--- src/lwdc_pkg.sv ---
// lwdc_pkg: shared types and constants for the linear wet/dry crossfader
// depends on nothing; imported by lwdc_ctrl, lwdc_dp and the top level
`timescale 1ns / 1ps
`default_nettype none

package lwdc_pkg;

   // operation codes carried in the request beat
   typedef enum logic [1:0] {
      OP_MIX      = 2'd0,
      OP_RESET    = 2'd1,
      OP_ACTIVATE = 2'd2,
      OP_STATUS   = 2'd3
   } op_type;

   localparam int unsigned SAMPLE_W  = 16;
   localparam int unsigned COUNT_W   = 16;
   localparam int unsigned MIX_W     = COUNT_W + 1;   // mix spans 0 .. 65536
   localparam int unsigned DIV_STEPS = MIX_W;         // one quotient bit per step
   localparam int unsigned DIV_CNT_W = $clog2(DIV_STEPS);

   localparam logic [COUNT_W-1:0] LEN_RESET = 16'd2048;

   typedef struct packed {
      op_type                     op;
      logic signed [SAMPLE_W-1:0] dry_sample;
      logic signed [SAMPLE_W-1:0] wet_sample;
      logic                       effect_enabled;
      logic                       end_of_frame;
      logic                       end_of_block;
   } req_type;

   typedef struct packed {
      logic signed [SAMPLE_W-1:0] mixed_sample;
      logic                       wet_active;
      logic                       needs_wet;
      logic [COUNT_W-1:0]         frames_remaining;
      logic                       activated;
   } rsp_type;

   // controller to datapath
   typedef struct packed {
      logic load;       // capture the request beat, clear the divider
      logic div_step;   // one restoring divide step
      logic mul;        // register (wet - dry) * mix
      logic sum;        // add dry * 65536 and register the mixed sample
      logic commit;     // update ramp state and load the response register
   } cmd_type;

   // datapath to controller
   typedef struct packed {
      logic div_last;   // final quotient bit is being produced
      logic out_free;   // response register can take a beat this cycle
   } status_type;

endpackage

`default_nettype wire

--- src/linear_wet_dry_crossfader.sv ---
// linear_wet_dry_crossfader: top level, controller plus datapath
// depends on lwdc_pkg, lwdc_ctrl and lwdc_dp
`timescale 1ns / 1ps
`default_nettype none

//  port group | direction | handshake          | beat
//  req_       | in        | req_valid/req_stall | lwdc_pkg::req_type
//  rsp_       | out       | rsp_valid/rsp_stall | lwdc_pkg::rsp_type
//  csr_       | in        | csr_write_enable    | transition_length, 16 bit
//
//  a mix beat (op 0) first runs the one-bit-per-cycle restoring divider that forms the
//  mix weight, then the multiply, sum and commit steps; the response is registered at commit,
//  and the next beat is taken on the cycle after commit
//  other ops skip the divider, multiplier and sum and go straight to commit
//  synchronous active-high reset: ramp count 0, wet flag clear, length 2048, no response
//  the response register is a separate stage, so a new beat is accepted while a finished
//  one waits under rsp_stall; only the commit cycle waits for that register to drain

module linear_wet_dry_crossfader (
   input  wire logic              clock,
   input  wire logic              reset,
   // request channel
   input  wire logic              req_valid,
   output      logic              req_stall,
   input  wire lwdc_pkg::req_type req_data,
   // response channel
   output      logic              rsp_valid,
   input  wire logic              rsp_stall,
   output      lwdc_pkg::rsp_type rsp_data,
   // configuration
   input  wire logic              csr_write_enable,
   input  wire logic [15:0]       csr_write_data
);
   import lwdc_pkg::*;

   cmd_type    cmd;
   status_type status;
   logic       start_mix;

   // op 0 goes through the divider, everything else straight to commit
   assign start_mix = (req_data.op == OP_MIX);

   lwdc_ctrl u_ctrl (
      .clock     (clock),
      .reset     (reset),
      .req_valid (req_valid),
      .start_mix (start_mix),
      .status    (status),
      .cmd       (cmd),
      .req_stall (req_stall)
   );

   lwdc_dp u_dp (
      .clock            (clock),
      .reset            (reset),
      .cmd              (cmd),
      .status           (status),
      .req_data         (req_data),
      .csr_write_enable (csr_write_enable),
      .csr_write_data   (csr_write_data),
      .rsp_valid        (rsp_valid),
      .rsp_stall        (rsp_stall),
      .rsp_data         (rsp_data)
   );

   // one beat in flight: an accepted beat blocks the request side next cycle
   a_busy_after_accept: assert property (@(posedge clock) disable iff (reset)
      (req_valid && !req_stall) |=> req_stall)
      else $error("request accepted while a beat is still in flight");

   // a response only appears out of the commit step
   a_rsp_from_commit: assert property (@(posedge clock) disable iff (reset)
      $rose(rsp_valid) |-> $past(cmd.commit))
      else $error("response valid rose without a commit");

   // commit never overwrites a response that is still stalled
   a_no_overwrite: assert property (@(posedge clock) disable iff (reset)
      (cmd.commit && rsp_valid) |-> !rsp_stall)
      else $error("commit while the response register is held");

   // a newly activated wet path always reports the flag set
   a_activated_flag: assert property (@(posedge clock) disable iff (reset)
      (rsp_valid && rsp_data.activated) |-> (rsp_data.wet_active && rsp_data.needs_wet))
      else $error("activated reported without the wet flag set");

endmodule

`default_nettype wire

--- src/lwdc_ctrl.sv ---
// lwdc_ctrl: sequencing state machine of the crossfader
// depends on lwdc_pkg; drives the command struct into lwdc_dp
`timescale 1ns / 1ps
`default_nettype none

module lwdc_ctrl (
   input  wire logic                clock,
   input  wire logic                reset,
   input  wire logic                req_valid,
   input  wire logic                start_mix,
   input  wire lwdc_pkg::status_type status,
   output      lwdc_pkg::cmd_type   cmd,
   output      logic                req_stall
);
   import lwdc_pkg::*;

   typedef enum logic [4:0] {
      S_IDLE = 5'b00001,
      S_DIV  = 5'b00010,
      S_MUL  = 5'b00100,
      S_SUM  = 5'b01000,
      S_UPD  = 5'b10000
   } state_type;

   state_type state_ff, state_in;

   always_comb begin
      state_in = state_ff;
      cmd      = '0;
      case (state_ff)
         S_IDLE: begin
            if (req_valid) begin
               cmd.load = 1'b1;
               state_in = start_mix ? S_DIV : S_UPD;
            end
         end
         S_DIV: begin
            cmd.div_step = 1'b1;
            if (status.div_last) begin
               state_in = S_MUL;
            end
         end
         S_MUL: begin
            cmd.mul  = 1'b1;
            state_in = S_SUM;
         end
         S_SUM: begin
            cmd.sum  = 1'b1;
            state_in = S_UPD;
         end
         S_UPD: begin
            // wait for room in the response register
            if (status.out_free) begin
               cmd.commit = 1'b1;
               state_in   = S_IDLE;
            end
         end
         default: begin
            state_in = S_IDLE;
         end
      endcase
   end

   assign req_stall = (state_ff != S_IDLE);

   always_ff @(posedge clock) begin
      if (reset) begin
         state_ff <= S_IDLE;
      end else begin
         state_ff <= state_in;
      end
   end

endmodule

`default_nettype wire

--- src/lwdc_dp.sv ---
// lwdc_dp: ramp state, length register, serial divider, multiplier and
// response register; depends on lwdc_pkg, steered by lwdc_ctrl commands
`timescale 1ns / 1ps
`default_nettype none

module lwdc_dp (
   input  wire logic                 clock,
   input  wire logic                 reset,
   input  wire lwdc_pkg::cmd_type    cmd,
   output      lwdc_pkg::status_type status,
   input  wire lwdc_pkg::req_type    req_data,
   input  wire logic                 csr_write_enable,
   input  wire logic [15:0]          csr_write_data,
   output      logic                 rsp_valid,
   input  wire logic                 rsp_stall,
   output      lwdc_pkg::rsp_type    rsp_data
);
   import lwdc_pkg::*;

   // configuration and ramp state
   logic [COUNT_W-1:0] len_ff;
   logic [COUNT_W-1:0] count_ff, count_in;
   logic               flag_ff, flag_in;

   // captured request beat
   req_type            item_ff;

   // divider
   logic [DIV_CNT_W-1:0] div_cnt_ff, div_cnt_in;
   logic [COUNT_W-1:0]   rem_ff, rem_in;
   logic [MIX_W-1:0]     quo_ff, quo_in;

   // multiply and sum
   logic signed [MIX_W+MIX_W:0] prod_ff;
   logic signed [SAMPLE_W-1:0]  mixed_ff;

   // response register
   logic    rsp_valid_ff, rsp_valid_in;
   rsp_type rsp_data_ff, rsp_data_in;

   logic [COUNT_W-1:0] len_eff;
   logic [COUNT_W-1:0] count_clamp;
   logic [MIX_W-1:0]   trial;
   logic               trial_ge;

   logic signed [MIX_W-1:0]     diff_ws;
   logic signed [MIX_W:0]       mix_s;
   logic signed [MIX_W+MIX_W:0] acc;

   logic               needs_old;
   logic               act;
   logic [COUNT_W-1:0] remaining;

   assign len_eff     = (len_ff == '0) ? COUNT_W'(1) : len_ff;
   assign count_clamp = (count_ff > len_eff) ? len_eff : count_ff;

   // restoring divide of clamp(count) * 65536 by length, msb first
   assign trial    = (div_cnt_ff == '0) ? {1'b0, count_clamp} : {rem_ff, 1'b0};
   assign trial_ge = (trial >= {1'b0, len_eff});

   always_comb begin
      div_cnt_in = div_cnt_ff;
      rem_in     = rem_ff;
      quo_in     = quo_ff;
      if (cmd.load) begin
         div_cnt_in = '0;
      end else if (cmd.div_step) begin
         div_cnt_in = div_cnt_ff + DIV_CNT_W'(1);
         rem_in     = trial_ge ? COUNT_W'(trial - {1'b0, len_eff}) : trial[COUNT_W-1:0];
         quo_in     = {quo_ff[MIX_W-2:0], trial_ge};
      end
   end

   assign status.div_last = (div_cnt_ff == DIV_CNT_W'(DIV_STEPS - 1));

   // dry*(65536-mix) + wet*mix = dry*65536 + (wet-dry)*mix
   assign diff_ws = {item_ff.wet_sample[SAMPLE_W-1], item_ff.wet_sample}
                  - {item_ff.dry_sample[SAMPLE_W-1], item_ff.dry_sample};
   assign mix_s   = signed'({1'b0, quo_ff});
   assign acc     = {{(MIX_W+MIX_W+1-SAMPLE_W-16){item_ff.dry_sample[SAMPLE_W-1]}},
                     item_ff.dry_sample, 16'd0} + prod_ff;

   // ramp update and response fields
   assign needs_old = item_ff.effect_enabled || (count_ff != '0);

   always_comb begin
      count_in = count_ff;
      flag_in  = flag_ff;
      act      = 1'b0;
      case (item_ff.op)
         OP_MIX: begin
            if (item_ff.end_of_frame) begin
               if (item_ff.effect_enabled) begin
                  if (count_ff < len_eff) begin
                     count_in = count_ff + COUNT_W'(1);
                  end
               end else if (count_ff != '0) begin
                  count_in = count_ff - COUNT_W'(1);
               end
            end
            if (item_ff.end_of_block && !item_ff.effect_enabled && (count_in == '0)) begin
               flag_in = 1'b0;
            end
         end
         OP_RESET: begin
            count_in = item_ff.effect_enabled ? len_eff : '0;
            flag_in  = item_ff.effect_enabled;
         end
         OP_ACTIVATE: begin
            if (needs_old && !flag_ff) begin
               flag_in = 1'b1;
               act     = 1'b1;
            end
         end
         OP_STATUS: begin
            count_in = count_ff;
         end
         default: begin
            count_in = count_ff;
         end
      endcase
   end

   always_comb begin
      if (item_ff.effect_enabled) begin
         remaining = (count_in >= len_eff) ? '0 : len_eff - count_in;
      end else begin
         remaining = count_in;
      end
   end

   assign status.out_free = !rsp_valid_ff || !rsp_stall;

   always_comb begin
      rsp_data_in                  = rsp_data_ff;
      rsp_valid_in                 = rsp_valid_ff && rsp_stall;
      if (cmd.commit) begin
         rsp_valid_in                 = 1'b1;
         rsp_data_in.mixed_sample     = (item_ff.op == OP_MIX) ? mixed_ff : '0;
         rsp_data_in.wet_active       = flag_in;
         rsp_data_in.needs_wet        = item_ff.effect_enabled || (count_in != '0);
         rsp_data_in.frames_remaining = remaining;
         rsp_data_in.activated        = act;
      end
   end

   always_ff @(posedge clock) begin
      if (reset) begin
         len_ff       <= LEN_RESET;
         count_ff     <= '0;
         flag_ff      <= 1'b0;
         rsp_valid_ff <= 1'b0;
         div_cnt_ff   <= '0;
      end else begin
         if (csr_write_enable) begin
            len_ff <= csr_write_data;
         end
         if (cmd.commit) begin
            count_ff <= count_in;
            flag_ff  <= flag_in;
         end
         rsp_valid_ff <= rsp_valid_in;
         div_cnt_ff   <= div_cnt_in;
      end
   end

   always_ff @(posedge clock) begin
      if (cmd.load) begin
         item_ff <= req_data;
      end
      if (cmd.mul) begin
         prod_ff <= diff_ws * mix_s;
      end
      if (cmd.sum) begin
         mixed_ff <= acc[16+SAMPLE_W-1:16];   // floor of acc / 65536
      end
      rem_ff      <= rem_in;
      quo_ff      <= quo_in;
      rsp_data_ff <= rsp_data_in;
   end

   assign rsp_valid = rsp_valid_ff;
   assign rsp_data  = rsp_data_ff;

endmodule

`default_nettype wire

--- config.mk ---
export PLATFORM = sky130hd
export DESIGN_NAME = linear_wet_dry_crossfader
export DESIGN_NICKNAME = d
export VERILOG_FILES = /design/src/lwdc_pkg.sv /design/src/linear_wet_dry_crossfader.sv /design/src/lwdc_ctrl.sv /design/src/lwdc_dp.sv
export SDC_FILE = /design/constraint.sdc
export NUM_CORES = 1
export LEC_CHECK = 0
export BUFFER_PORTS_ARGS = -buffer_cell sky130_fd_sc_hd__buf_4
export CORE_ASPECT_RATIO = 1.25
export CORE_MARGIN = 2
export CORE_UTILIZATION = 58
export DETAILED_ROUTE_END_ITERATION = 16
export PLACE_DENSITY_LB_ADDON = 0.12
export SETUP_SLACK_MARGIN = 0.1
export SLEW_MARGIN = 40
export SYNTH_ARGS = -nofsm -noshare
export SYNTH_HDL_FRONTEND = slang
export SYNTH_SLANG_ARGS = --single-unit
--- constraint.sdc ---
create_clock -name clock -period 7.94 [get_ports clock]
set_clock_uncertainty 0.1 [all_clocks]
set_input_delay 0.397 -clock clock [delete_from_list [all_inputs] [get_ports clock]]
set_output_delay 0.397 -clock clock [all_outputs]
set_load 0.005 [all_outputs]
* Word level (Yosys, flattened, before mapping)
Cells that the tools add are included.
Widths: inputs -> output; s select.
** Cells by class
- $add $sub $neg :: 7
- Multipliers :: 1
- Order comparisons :: 4
- Eq/ne operators :: 12
- Mux-type cells :: 30
- Bitwise gates (word level) :: 1
- Reductions and logical operators :: 21
** Operator list (count)
- $mux 16 :: 11
- $add 32x32->32 :: 1
- $logic_not 16->1 :: 2
- $mul 17x18->32 :: 1
- $pmux 16 s2 :: 1
- $reduce_bool 16->1 :: 2
- $sub 16x16->16 :: 2
- $pmux 5 s5 :: 1
- $mux 5 :: 4
- $ge 17x16->1 :: 1
- $mux 17 :: 1
- $sub 16x16->17 :: 1
- $add 16x1->16 const B :: 1
- $ge 16x16->1 :: 1
- $gt 16x16->1 :: 1
- $lt 16x16->1 :: 1
- $sub 16x1->16 const B :: 1
- $mux 1 :: 11
- $eq 5x5->1 const B :: 2
- $ne 2x2->1 const B :: 3
- $add 5x1->5 const B :: 1
- $eq 5x1->1 const B :: 1
- $eq 5x2->1 const B :: 1
- $eq 5x3->1 const B :: 1
- other kinds (14) :: 23
** Word-level totals
- Flip-flop bits (word level) :: 197
- Output and inout bits :: 37
- Logic and storage cells :: 97

* Longest topological paths before layout
Gate-level depths: netlist (run 1).
- Depth after elaboration :: 11
- Mapped depth :: 34

* Modules after synthesis
Synthesis (run 1) repeated with hierarchy kept, for this count alone.
** Unflattened totals
- Cells, all modules :: 2177
- Area total of the unflattened synthesis :: 20288.2 um2
** By module, submodules not included
- lwdc_dp :: instances 1, cells each 2137, area each 19972.9 um2
- lwdc_ctrl :: instances 1, cells each 39, area each 311.5 um2
- linear_wet_dry_crossfader :: instances 1, cells each 1, area each 3.8 um2

* Least setup slack after synthesis (run 1)
Ideal clock, no wire load.
- Kind :: register to register
- Start :: reg u_dp.item_ff[19] (netlist name)
- End :: reg u_dp.prod_ff[27] (data pin)
- Setup time :: 259 ps
- Data arrival time :: 7589 ps
- Setup slack :: -9 ps
- Stages on the path, launching flop included :: 31
- Path buffers :: 1
- Path through :: edfxtp_1 -> ha_1 -> fa_1 -> nor2b_1 -> o31a_1 -> o21ai_0 -> a21oi_1 -> and2_1 -> o21ai_0 -> a221oi_1 -> clkbuf_1 -> nand2_1 -> fa_1 -> inv_1 -> fa_1 -> fa_1 -> fa_1 -> fa_1 -> inv_1 -> fa_1 -> inv_1 -> ha_1 -> o21a_1 -> o21ai_0 -> nor3_1 -> a21oi_1 -> nand2_1 -> a21boi_0 -> o21ai_0 -> a21oi_1 -> xnor2_1
** Between the ends
- Longest elaborated chain between the ends :: 2
** Ends and longest elaborated chain
- start, declared :: RTL line lwdc_dp.sv:26 : req_type item_ff;
- start signal, assigned :: RTL line lwdc_dp.sv:169 : item_ff <= req_data;
- $sub 16x16->17 :: RTL line lwdc_dp.sv:78 : - {item_ff.dry_sample[SAMPLE_W-1], item_ff.dry_sample};
- $mul 17x18->32 :: RTL line lwdc_dp.sv:172 : prod_ff <= diff_ws * mix_s;
- end signal, assigned :: RTL line lwdc_dp.sv:172
- end, declared :: RTL line lwdc_dp.sv:34 : logic signed [MIX_W+MIX_W:0] prod_ff;
No other way between the ends.
A chain may end at the register's enable or synchronous reset.

* Worst setup path in the final report (run 1)
- Start :: reg u_dp.item_ff[19] (netlist name)
- End :: reg u_dp.prod_ff[26] (data pin)
Same word-level chain as after synthesis.

==> results of run 1 <==
layer usage:
layer	wire length (um)	GRT usage [%]	vias to the layer above
met5	0	0	-
met4	3300	17.5	0
met3	2710	5.32	180
met2	27800	54.8	496
met1	19700	33.4	7891
li1	-	-	7423
kinds of logic after synthesis:
| logic type | Yosys count | synth area share [%] |
|---|---|---|
| simple gates | 696 | 16.6 |
| buf+inv | 465 | 9.20 |
| fa+ha+maj | 417 | 33.7 |
| compound gates | 325 | 10.7 |
| flops | 181 | 24.3 |
| xor+xnor | 73 | 3.11 |
| mux | 45 | 2.28 |
how the worst max path moves through the flow:
| stage | start | endpoint | slack (ps) | depth (start not counted) |
|---|---|---|---|---|
| after global routing | u_dp.item_ff[19]$_DFFE_PP_ | u_dp.prod_ff[27]$_DFFE_PN_ | 10 | 31 |
| final | u_dp.item_ff[19]$_DFFE_PP_ | u_dp.prod_ff[26]$_DFFE_PN_ | 310 | 31 |
| after detailed placement | u_dp.item_ff[19]$_DFFE_PP_ | u_dp.prod_ff[26]$_DFFE_PN_ | -300 | 31 |
| after floorplan | u_dp.item_ff[19]$_DFFE_PP_ | u_dp.prod_ff[27]$_DFFE_PN_ | 110 | 30 |
| after CTS | u_dp.item_ff[19]$_DFFE_PP_ | u_dp.prod_ff[26]$_DFFE_PN_ | 100 | 31 |
| after global placement | u_dp.item_ff[19]$_DFFE_PP_ | u_dp.prod_ff[26]$_DFFE_PN_ | -70 | 31 |
layout by cell type (no fill, tap or decap), types with 8 or more instances in the layout:
cell             n
nand4_1         16
nor2b_1         44
nand2b_1        10
xnor2_1         51
xor2_1          20
nand3_1         35
inv_1          362
dlygate4sd3_1   10
fa_1           224
o21ai_0         38
and2_1         108
o21a_1          19
a21oi_2         11
or2_2           13
nand2_1        215
mux2i_1         31
a21oi_1         91
a21o_1          19
o22ai_1         17
nor4_1           8
dfxtp_1         44
clkbuf_16       17
o211ai_1        13
and3_1          15
nor2_1         154
ha_1           187
a211oi_1         9
edfxtp_1       137
mux2_2          14
or3_1            9
nor3_1          34
buf_4          154
flip-flops by register name, summed over array words and instances, names as in the netlist, 5 cells and up:
register         cells
u_dp.item_ff        37
u_dp.rsp_data       35
u_dp.quo_ff         17
u_dp.count_ff       16
u_dp.len_ff         16
u_dp.mixed_ff       16
u_dp.prod_ff        16
u_dp.rem_ff         16
u_ctrl.state_ff      5
u_dp.div_cnt_ff      5
final cells by class:
cell class              count  area [um2]  area share, %
clock buffers              17         425           1.87
clock inverters            15         159          0.699
inverters                 365        1370           6.03
multi-input cells        1556       13800           60.9
flip-flops and latches    181        4990           22.0
well taps                 474         593           2.61
repair buffers            170        1350           5.95
per-stage QoR:
stage / instances / TNS [ps] / area [um2]
after global placement: 2730 / -154 / 21800
after global routing: 2778 / 0 / 22700
after CTS: 2774 / 0 / 22600
after detailed placement: 2731 / -1550 / 21900
final: 2778 / 0 / 22700
after floorplan: 2202 / 0 / 20500
timing repair:
item	4_1_cts	5_1_grt
hold endpoints to repair	10	0
setup endpoints to repair	10	10
resized for setup	14	25
cloned	0	1
pin swaps	5	16
hold buffers	10	0
buffers inserted	1	3
==> flow_summary.json, run 1 <==
{
  "cts_tree": "done",
  "synth_top_cell_area_share_pct": 22.1,
  "vias_per_cell": 5.76,
  "drt-total-wl_mm": 53.5,
  "rrSetupSlack_ps": 310,
  "ant_nets": 0,
  "fill_cells": 2916,
  "grt_max_degree": 44,
  "syn_inst": 2202,
  "hold_start": "req_data[32]",
  "slew_violations": 0,
  "syn2layout_area_growth_pct": 10.8,
  "max_cap_viol_count": 0,
  "synthTopCellsByArea": "fa_1 (22%), edfxtp_1 (20%), ha_1 (12%)",
  "post-route-period-util_pct": 96.0,
  "hold_depth": 1,
  "fmaxAchievable_mhz": 131,
  "cts_buffers": 17,
  "fin_hold_ws_ps": 16.3,
  "synth_commonest_cells": "inv_1 (362), fa_1 (227), nand2_1 (215)",
  "crit_buf_inv": 5,
  "antenna_found_initial": 0,
  "min_period_ps": 7630,
  "synth_warnings": 0,
  "vias": 15990,
  "placementRows": 77,
  "clk_path_buf_depth": 2,
  "r2r_cells": 31,
  "path_clk_slew_ps": 80,
  "dp_hpwl_mm": 41.7,
  "drive_gt1_share_pct": 12.4,
  "die_w_um": 172,
  "worst_ep_arrival_time_ps": 7740,
  "core-area_mm2": 0.0352,
  "crit_path_frequent_cell": "fa_1",
  "ios": 95,
  "firstDrtPassIters": 5,
  "synth_cell_types": 93,
  "status": "completed",
  "slowest_delay_ps": 560,
  "cpMaxStageDelayCell": "fa_1",
  "tightest_slew_ps": 811,
  "synth_most_common_cell": "inv_1",
  "synth-edff-count": 137,
  "wire_per_inst_um": 19.3,
  "finalSetupViolations": 0,
  "ctsHtreeMaxLevel": 4,
  "utilization_pct": 64.7,
  "gr-total-overflow": 0,
  "ys_seq_area_share_pct": 24.3,
  "cts_sinks": 181,
  "cp.required_ps": 8050,
  "hold_viol": 0,
  "r2r-end": "u_dp.prod_ff[26]$_DFFE_PN_",
  "first_global_vias": 17048,
  "whs_endpoint": "u_dp.item_ff[32]$_DFFE_PP_",
  "grt.total_usage_pct": 30.5,
  "drtIter0Drc": 820,
  "slew_headroom_pct": 45.9,
  "layout.nets": 2766,
  "layout_setup_ws_ps": 314,
  "gp_congestion": 0.939,
  "ys.flop_type": "edfxtp_1",
  "drc_errors": 0,
  "r2r_start": "u_dp.item_ff[19]$_DFFE_PP_",
  "io_buffers": 94,
  "ys_ff_latch": 181,
  "clock-root-buffer": "clkbuf_16",
  "cp-end-kind": "register",
  "path_delay_family": "adder cells",
  "path_class": "reg2reg",
  "initial_core_util_pct": 58.4,
  "synth_largest_area_cell": "fa_1",
  "post-place-ws_ps": -303,
  "rsz0062_at_grt": "yes",
  "syn_area_mm2": 0.0205,
  "grt_pass1_wl_mm": 86.8,
  "start_kind": "register",
  "die_h_um": 214,
  "diodes": 0,
  "avgSynthCellArea_um2": 9.32,
  "hold_path_class": "in2reg",
  "synth_nets": 2677,
  "dieArea_mm2": 0.0369,
  "async_reset_ff_share_pct": 0,
  "critPathMaxFanout": 6,
  "clock_latency_ps": 460
}
Power of run 1 is not shown: default switching activity piles up to over one toggle a cycle in this logic, so the estimate is an artifact.
==> inputs of run 2 (changes only) <==
--- a/config.mk
+++ b/config.mk
@@ -11,6 +11,7 @@
 export CORE_UTILIZATION = 58
 export DETAILED_ROUTE_END_ITERATION = 16
 export PLACE_DENSITY_LB_ADDON = 0.12
+export REMOVE_ABC_BUFFERS = 1
 export SETUP_SLACK_MARGIN = 0.1
 export SLEW_MARGIN = 40
 export SYNTH_ARGS = -nofsm -noshare
==> run 2 against run 1 <==
Routed wire length up 1.2%. Critical path type unchanged. Highest routed layer unchanged. Sequential cell count unchanged. Worst hold slack better by 1.8 ps. Register-to-register slack worse by 70 ps. Non-clock buffer count up 26. Clock-buffer cell count up 2. Cell count up 0.94%.
==> flow_summary.json, run 2 (synthesis results as in run 1) <==
{
  "fill_cells": 2911,
  "grt_max_degree": 45,
  "max_cap_viol_count": 0,
  "initial_core_util_pct": 58.4,
  "clock_latency_ps": 470,
  "start_kind": "register",
  "status": "completed",
  "regArea_mm2": 0.00499,
  "dp_hpwl_mm": 42.0,
  "slew_violations": 0,
  "top_register": "u_dp.item_ff",
  "diodes": 0,
  "first_global_vias": 16972,
  "vias": 16086,
  "path_clk_slew_ps": 80,
  "ctsHtreeMaxLevel": 4,
  "largest_reg_flops": 37,
  "cts_tree": "done",
  "dieArea_mm2": 0.0369,
  "vias_per_cell": 5.74,
  "fmaxAchievable_mhz": 130,
  "hold_viol": 0,
  "ant_nets": 0,
  "worst_ep_arrival_time_ps": 7820,
  "drtIter0Drc": 944,
  "cts_sinks": 181,
  "hold_path_class": "in2reg",
  "io_buffers": 94,
  "tightest_slew_ps": 933,
  "syn2layout_area_growth_pct": 11.6,
  "drt-total-wl_mm": 54.2,
  "utilization_pct": 65.2,
  "finalSetupViolations": 0,
  "firstDrtPassIters": 5,
  "die_h_um": 214,
  "stdcell_count": 2804,
  "slowest_delay_ps": 510,
  "drc_errors": 0,
  "drive_gt1_share_pct": 12.6,
  "clock-root-buffer": "clkbuf_16",
  "gp_congestion": 0.988,
  "cts_buffers": 17,
  "die_w_um": 172,
  "post-route-period-util_pct": 97.0,
  "setup_tns_ps": 0,
  "wire_per_inst_um": 19.3,
  "cp.required_ps": 8060,
  "placementRows": 77,
  "slew_headroom_pct": 37.6,
  "cpMaxStageDelayCell": "fa_1",
  "path_class": "reg2reg",
  "cp-end-kind": "register",
  "layout_common_cells": "inv_1 (362), fa_1 (225), nand2_1 (214), ha_1 (188), buf_4 (170)",
  "crit_buf_inv": 7,
  "min_period_ps": 7700,
  "grt_pass1_wl_mm": 86.8,
  "antenna_found_initial": 0,
  "layout.nets": 2792,
  "critPathMaxFanout": 11,
  "final_common_cell": "inv_1",
  "path_delay_family": "adder cells",
  "layout_setup_ws_ps": 242,
  "dp_cells": 2743,
  "ios": 95,
  "clk_path_buf_depth": 2,
  "multiInputGateArea_mm2": 0.0138,
  "post-place-ws_ps": -123,
  "crit_path_frequent_cell": "fa_1",
  "rsz0062_at_grt": "yes",
  "core-area_mm2": 0.0352,
  "gr-total-overflow": 0,
  "grt.total_usage_pct": 30.7
}
[run 2: metrics by stage]
step | cell area (um2) | hold slack (ps)
4_1_cts | 22700 | 1.40
3_5_place_dp | 21900 | 407
3_3_place_gp | 21900 | 383
5_1_grt | 22900 | 5.42
2_1_floorplan | 20000 | 361
6_report | 22900 | 18.2
[run 2: cell type report]
cell class,instances,share of cell area (%)
repair buffers,196,6.84
multi-input cells,1556,60.3
clock buffers,19,1.89
inverters,365,5.98
well taps,474,2.59
clock inverters,13,0.617
flip-flops and latches,181,21.8
[run 2: routing by layer]
layer	vias to the layer above	wire [um]	GRT usage, %
li1	7475	-	-
met1	7926	20100	33.8
met2	505	28300	55.4
met3	180	2540	4.96
met4	0	3230	17.7
met5	-	0	0
[run 2: worst reg2reg max path, delay by kind of cell (launching register included)]
kind            cells  cell delay, ps
xor+xnor            3             410
simple gates        4             800
flops               1             440
buf+inv             7             640
compound gates     10            1680
fa+ha+maj           8            3380
[run 2: repair_timing]
| action | in CTS | in global routing |
|---|---|---|
| endpoints found under the hold margin | 21 | 1 |
| endpoints found under the setup margin | 7 | 12 |
| pin swaps | 5 | 11 |
| hold buffers | 21 | 1 |
| setup buffers | 0 | 7 |
| resized for setup | 13 | 26 |
[run 2: final timing paths]
| check | from | end | slack, ps | cells after the start |
|---|---|---|---|---|
| setup / recovery | u_dp.item_ff[20]$_DFFE_PP_ | u_dp.prod_ff[31]$_DFFE_PN_ | 240 | 32 |
| hold / removal | req_data[9] | u_dp.item_ff[9]$_DFFE_PP_ | 20 | 1 |
| setup reg to reg | u_dp.item_ff[20]$_DFFE_PP_ | u_dp.prod_ff[31]$_DFFE_PN_ | 240 | 32 |
| hold reg to reg | u_dp.div_cnt_ff[1]$_SDFFE_PP0P_ | u_dp.div_cnt_ff[1]$_SDFFE_PP0P_ | 420 | 2 |
Power of run 2 is left out for the same reason.
